===== src/rtl/cs_pkg.sv =====
package cs_pkg;

    localparam int ELEMENT_BITS  = 16;
    localparam int FRAC_BITS     = ELEMENT_BITS - 1;
    localparam int PROD_BITS     = 2 * ELEMENT_BITS;
    localparam int DOT_BITS      = 44;
    localparam int NORM_BITS     = 43;
    localparam int LIMB_BITS     = 22;
    localparam int OPND_BITS     = 2 * LIMB_BITS;
    localparam int WIDE_BITS     = 2 * OPND_BITS;
    localparam int CMP_BITS      = WIDE_BITS + 2 * FRAC_BITS;
    localparam int MUL_STEPS     = 8;
    localparam int MUL_STEP_BITS = $clog2(MUL_STEPS);
    localparam int BIT_IDX_BITS  = $clog2(FRAC_BITS);

    typedef struct packed {
        logic signed [ELEMENT_BITS-1:0] element_a;
        logic signed [ELEMENT_BITS-1:0] element_b;
        logic                           last_pair;
    } pair_t;

    typedef struct packed {
        logic signed [ELEMENT_BITS-1:0] similarity;
        logic                           zero_norm;
    } result_t;

    typedef enum logic [2:0] {
        ST_IDLE,
        ST_CHECK,
        ST_MUL,
        ST_INIT,
        ST_TRY,
        ST_CMP,
        ST_DONE
    } cs_state_t;

    typedef struct packed {
        logic                     accum;
        logic                     clear;
        logic                     check;
        logic                     mul;
        logic [MUL_STEP_BITS-1:0] mul_step;
        logic                     init;
        logic                     trial;
        logic                     compare;
        logic [BIT_IDX_BITS-1:0]  bit_idx;
        logic                     load;
    } cs_cmd_t;

    typedef struct packed {
        logic norm_zero;
    } cs_stat_t;

endpackage


===== src/rtl/cs_ctrl.sv =====
module cs_ctrl (
    input  logic            clk,
    input  logic            rst_n,
    input  logic            pair_valid,
    input  logic            pair_last,
    output logic            pair_stall,
    output logic            result_valid,
    input  logic            result_stall,
    input  cs_pkg::cs_stat_t stat,
    output cs_pkg::cs_cmd_t  cmd
);
    import cs_pkg::*;

    cs_state_t                state_reg, state_next;
    logic [MUL_STEP_BITS-1:0] step_reg, step_next;
    logic [BIT_IDX_BITS-1:0]  bit_reg, bit_next;
    logic                     result_valid_reg, result_valid_next;

    always_ff @(posedge clk or negedge rst_n)
    begin
        if (!rst_n)
        begin
            state_reg        <= ST_IDLE;
            step_reg         <= '0;
            bit_reg          <= '0;
            result_valid_reg <= 1'b0;
        end
        else
        begin
            state_reg        <= state_next;
            step_reg         <= step_next;
            bit_reg          <= bit_next;
            result_valid_reg <= result_valid_next;
        end
    end

    always_comb
    begin
        state_next   = state_reg;
        step_next    = step_reg;
        bit_next     = bit_reg;
        cmd          = '0;
        cmd.mul_step = step_reg;
        cmd.bit_idx  = bit_reg;
        pair_stall   = 1'b1;

        case (state_reg)
            ST_IDLE:
            begin
                pair_stall = 1'b0;
                if (pair_valid)
                begin
                    cmd.accum = 1'b1;
                    if (pair_last)
                    begin
                        state_next = ST_CHECK;
                    end
                end
            end
            ST_CHECK:
            begin
                cmd.check = 1'b1;
                step_next = '0;
                state_next = stat.norm_zero ? ST_DONE : ST_MUL;
            end
            ST_MUL:
            begin
                cmd.mul   = 1'b1;
                step_next = step_reg + 1'b1;
                if (step_reg == MUL_STEP_BITS'(MUL_STEPS - 1))
                begin
                    state_next = ST_INIT;
                end
            end
            ST_INIT:
            begin
                cmd.init   = 1'b1;
                bit_next   = BIT_IDX_BITS'(FRAC_BITS - 1);
                state_next = ST_TRY;
            end
            ST_TRY:
            begin
                cmd.trial  = 1'b1;
                state_next = ST_CMP;
            end
            ST_CMP:
            begin
                cmd.compare = 1'b1;
                if (bit_reg == '0)
                begin
                    state_next = ST_DONE;
                end
                else
                begin
                    bit_next   = bit_reg - 1'b1;
                    state_next = ST_TRY;
                end
            end
            ST_DONE:
            begin
                // The result register must be empty or emptying this cycle.
                if (!result_valid_reg || !result_stall)
                begin
                    cmd.load   = 1'b1;
                    cmd.clear  = 1'b1;
                    state_next = ST_IDLE;
                end
            end
            default:
            begin
                state_next = ST_IDLE;
            end
        endcase
    end

    always_comb
    begin
        result_valid_next = result_valid_reg;
        if (result_valid_reg && !result_stall)
        begin
            result_valid_next = 1'b0;
        end
        if (cmd.load)
        begin
            result_valid_next = 1'b1;
        end
    end

    assign result_valid = result_valid_reg;

endmodule


===== config.mk =====
export PLATFORM = sky130hd
export DESIGN_NAME = cs_ctrl
export DESIGN_NICKNAME = d
export VERILOG_FILES = /design/src/rtl/cs_pkg.sv /design/src/rtl/cs_ctrl.sv
export SDC_FILE = /design/constraint.sdc
export NUM_CORES = 1
export LEC_CHECK = 0
export BUFFER_PORTS_ARGS = -buffer_cell sky130_fd_sc_hd__buf_2
export CORE_MARGIN = 5
export CORE_UTILIZATION = 47
export DETAILED_ROUTE_END_ITERATION = 7
export PLACE_DENSITY_LB_ADDON = 0.1
export SLEW_MARGIN = 20
export SYNTH_ARGS = -nofsm -noshare
export SYNTH_HDL_FRONTEND = slang
export SYNTH_SLANG_ARGS = --single-unit

===== constraint.sdc =====
create_clock -name clk -period 1.6 [get_ports clk]
set_input_delay 0.08 -clock clk [delete_from_list [all_inputs] [get_ports clk]]
set_output_delay 0.08 -clock clk [all_outputs]
set_load 0.01 [all_outputs]

Yosys cells after proc, flatten, opt, wreduce, memory -nomap -nowiden

Index checks and enable logic that the tools add are counted.

Equality and inequality tests: 12
Reduce and logical (&&, ||, !) cells: 11
Add/subtract/negate cells: 2
Muxes and demuxes: 22

Operators by type and width:

| kind                                                               | number |
|---|---|
| 3-bit one-hot mux with 7 select lines                              | 1 |
| 3-bit two-way mux                                                  | 5 |
| 3-bit == test, second input constant                               | 4 |
| 1-bit two-way mux                                                  | 12 |
| 2-bit inequality test, second input constant                       | 5 |
| 4-bit one-hot mux with 2 select lines                              | 1 |
| 3-bit by 2-bit == test with 1-bit output, second input constant    | 2 |
| 3-bit one-hot mux with 2 select lines                              | 1 |
| 2-bit nonzero test                                                 | 3 |
| 4-bit logical NOT                                                  | 1 |
| 4-bit two-way mux                                                  | 1 |
| 4-bit AND reduction                                                | 1 |
| 4-bit by 1-bit subtractor with 4-bit output, second input constant | 1 |
| 3-bit by 1-bit adder with 3-bit output, second input constant      | 1 |
| 3-bit by 1-bit == test with 1-bit output, second input constant    | 1 |
| 3-bit logical NOT                                                  | 1 |
| 1-bit logical NOT                                                  | 2 |
| 2-bit two-way mux                                                  | 1 |
| 2-bit AND reduction                                                | 1 |
| 1-bit logical AND                                                  | 1 |
| 1-bit logical OR                                                   | 1 |

Flip-flop bits (word level): 11
Bits of input ports: 6
Output and inout bits: 17
Logic and storage cells: 51

Logic depth before layout (Yosys ltp)

Depth in word-level cells: 5
Depth in mapped cells: 5
Mapped depth without buffers: 5

Least setup slack after synthesis

No wires, ideal clock.

Path kind: register to register
Start: register state_reg[0]
End: register step_reg[0]
Period minus slack after synthesis: 1.377 ns
Slack: 0.223 ns
Setup time: 0.125 ns
Stages on the path, launching flop included: 5
Required time: 1.475 ns
Path buffers: 1
Arrival time: 1.253 ns
Cells stage by stage: dfrtp_1 -> buf_4 -> nor3b_2 -> nor2_1 -> mux2_2

Word-level cells in the longest chain between the ends: 2
Elaborated cells between the ends (all ways): 4
Those cells by class: eq/ne (2); mux (1); reduce/logical (1)

RTL lines:

| what                                                                                                        | RTL line      | text |
|---|---|---|
| start: declaration                                                                                          | cs_ctrl.sv:14 | `cs_state_t state_reg, state_next;` |
| start signal: assignment                                                                                    | cs_ctrl.sv:30 | `state_reg <= state_next;` |
| 3-bit by 2-bit == test with 1-bit output / 3-bit by 1-bit == test with 1-bit output (equally long branches) | cs_ctrl.sv:47 | `case (state_reg)` |
| 3-bit one-hot mux with 2 select lines / 2-bit nonzero test (equally long branches)                          | --            |  |
| end signal: assignment                                                                                      | cs_ctrl.sv:31 | `step_reg <= step_next;` |
| end: declaration                                                                                            | cs_ctrl.sv:15 | `logic [MUL_STEP_BITS-1:0] step_reg, step_next;` |

Several ways; a longest one is shown, not always the timed one.
A chain may end at the register's enable or synchronous reset.

==> out/results.txt <==
Sequential share of power = 34.7%
Initial Util = 50.0%
Post-synthesis register bit count = 11
CTS buffer count = 3
Core ar. = 0.00132 mm2
Hold_sp = result_stall
Skew final = 8.64 ps
Setup CP Type = reg2out
Post-synth cell types = 27
Cell Rows = 13
Setup bufs post-CTS = 0
Static Leak = 0.460 nW
Max cap viols = 0
Combinational share of power = 53.3%
Internal = 0.916 mW
Status = finished clean
Area after DPL = 786 um2
# fillers = 116
Vias = 550
Largest fanout on the critical path = 7
Setup TNS = 0 ps
First-pass GRT wire length = 2.04 mm
Worst r2r src = state_reg[2]$_DFFE_PN0P_
Layout area overhead = 24.9%
DIE WIDTH = 47.5 um
Resized cells post-CTS = 0
Hold crit path type = in2reg
Die H = 47.5 um
Final ANT Viol Nets = 0
CP startpoint = state_reg[0]$_DFFE_PN0P_
Setup crit end kind = output pin
Starting DRT DRC Count = 12
Sequential cell area = 275 um2
Initial antenna violation count = 0
Leading area contributor after synthesis = dfrtp_1
Tcrit/Tclk final = 95.9%
Share of the synthesized area in the top cell type = 41.7%
Synth async-reset ratio = 100%
Port-buffer cells = 22
Yosys warning total = 0
Worst vdd ir = 0.981 mV
Synth top area cells = dfrtp_1 42%, ha_1 7.6%, nor3b_2 3.8%
Post-Synthesis Net Count = 75
Hold Vio Cnt, Final = 0
Top cell types by occurrence after synthesis = 11 x dfrtp_1, 6 x inv_1, 5 x nor2_1
Max FFs per register = 4
WP data required = 1520 ps
RSZ-0062 raised after global routing = no
Die footprint = 0.00225 mm2
Share of cells above drive strength 1 = 37.4%
Critical path data arrival time = 1450 ps
Synth Area per Inst = 10.1 um2
Post-layout net count = 102
Top FF cell, synth = dfrtp_1
Worst-path clk slew = 80 ps
CTS root buffer = clkbuf_4
Number of synthesized flops with an enable pin = 0
Vias in the first global route = 469
Startpoint types = flip-flop
Grt total ovfl = 0
Sink Count = 11
Drt via density = 5.19
Final setup viols = 0
Maximum clock insertion buffer count = 2
Hold buffers post-CTS = 1
Final WL = 1.32 mm
Largest net degree at the start of global routing = 14
WL/cell = 12.5 um
Switching Fraction = 42.4%
Count leader, synth = dfrtp_1
Fmax = 652 MHz
Clock Power Share = 12.0%
Worst Tran Pin Value = 275 ps
Relative slew slack = 81.4%
Final instance area = 823 um2
Io pins = 23
CTS tree = yes
DP Wirelength = 1.05 mm
Clock Latency Late Sink = 270 ps
DRC errors left = 0
GRT Resource Usage Total = 13.4%
Initial DRT Pass Iterations = 4
P_sw = 0.674 mW
Number of diodes = 0
Cell area after synthesis = 659 um2
Min Tclk post-route = 1530 ps
Seq/Total Area, Yosys = 41.7%
Synth Instances = 65
Area of the multi-input gates = 329 um2
Max-slew violations = 0
Power density cells = 1930 mW/mm2
Routability cong. = 0.721
H-tree lvl count = 1
==> final cells by class <==
cell class | count | area share, %
flip-flops and latches | 11 | 33.4
well taps | 15 | 2.28
repair buffers | 27 | 18.2
inverters | 6 | 2.74
clock inverters | 1 | 0.608
clock buffers | 3 | 2.74
multi-input cells | 43 | 40.0
==> placed cells by master, fill, tap and decap left out, types with 2 or more instances in the layout <==
cell,instances
a21oi_1,2
a22o_1,2
buf_2,22
buf_4,4
clkbuf_4,3
dfrtp_1,11
ha_1,4
inv_1,6
mux2i_1,2
nand2_1,3
nand3_1,2
nand3b_1,3
nor2_1,5
nor3b_2,2
o21a_1,2
o21ai_0,3
or3_1,2
==> through the flow <==
step / power (mW) / setup slack (ps) / utilization (%) / hold WS (ps) / instances
final: 1.59 / 65.1 / 62.5 / 61.8 / 106
after global routing: 1.73 / 11.0 / 62.5 / 95.6 / 106
after CTS: 1.62 / 44.9 / 62.5 / 59.8 / 106
after detailed placement: 1.41 / 249 / 59.6 / -27.7 / 101
after global placement: 1.40 / 254 / 59.6 / -32.0 / 101
after floorplan: 1.12 / 223 / - / -216 / 65
==> critical path, stage by stage (launching register included) <==
cell     delay (ps)
dfrtp_1         460
buf_4           190
or3_1           320
nor2_1           80
buf_2           130
==> power groups by stage <==
stage	clock [mW]	combinational (mW)	sequential [mW]
floorplan	0	0.552	0.567
global placement	0	0.852	0.549
detailed placement	0	0.860	0.554
CTS	0.200	0.865	0.552
global route	0.211	0.949	0.574
finish	0.191	0.847	0.552
==> worst paths after layout <==
check / to / slack [ps] / cells after the start
worst max-delay path: cmd[14] / 70 / 4
worst min-delay path: result_valid$_DFFE_PN0P_ / 60 / 3
worst max register to register: step_reg[0]$_DFFE_PN0P_ / 230 / 4
worst min register to register: step_reg[1]$_DFFE_PN0P_ / 520 / 1
max in group asynchronous: result_valid$_DFFE_PN0P_ / 1180 / 2
min in group asynchronous: state_reg[0]$_DFFE_PN0P_ / 200 / 2
==> metal layers <==
layer	part of all wire, %	global-route usage, %	up-vias	wire (um)
met5	0	0	-	0
met3	6.0	2.63	2	80
met2	45	18.4	13	601
met4	0.68	9.94	0	9
met1	48	18.5	256	631
li1	-	-	279	-
==> kinds of logic (layout without fill, tap and decap cells) <==
family,after synthesis,count (layout),share of synthesized area [%]
AND/OR/NAND/NOR,22,22,22.8
AO/OA/AOI/OAI,13,13,13.5
flip-flops,11,11,41.7
buffers and inverters,11,37,8.35
adder cells (fa/ha/maj),4,4,7.59
multiplexers,3,3,4.74
XOR/XNOR,1,1,1.33
Power figures use the tool's default switching activity.
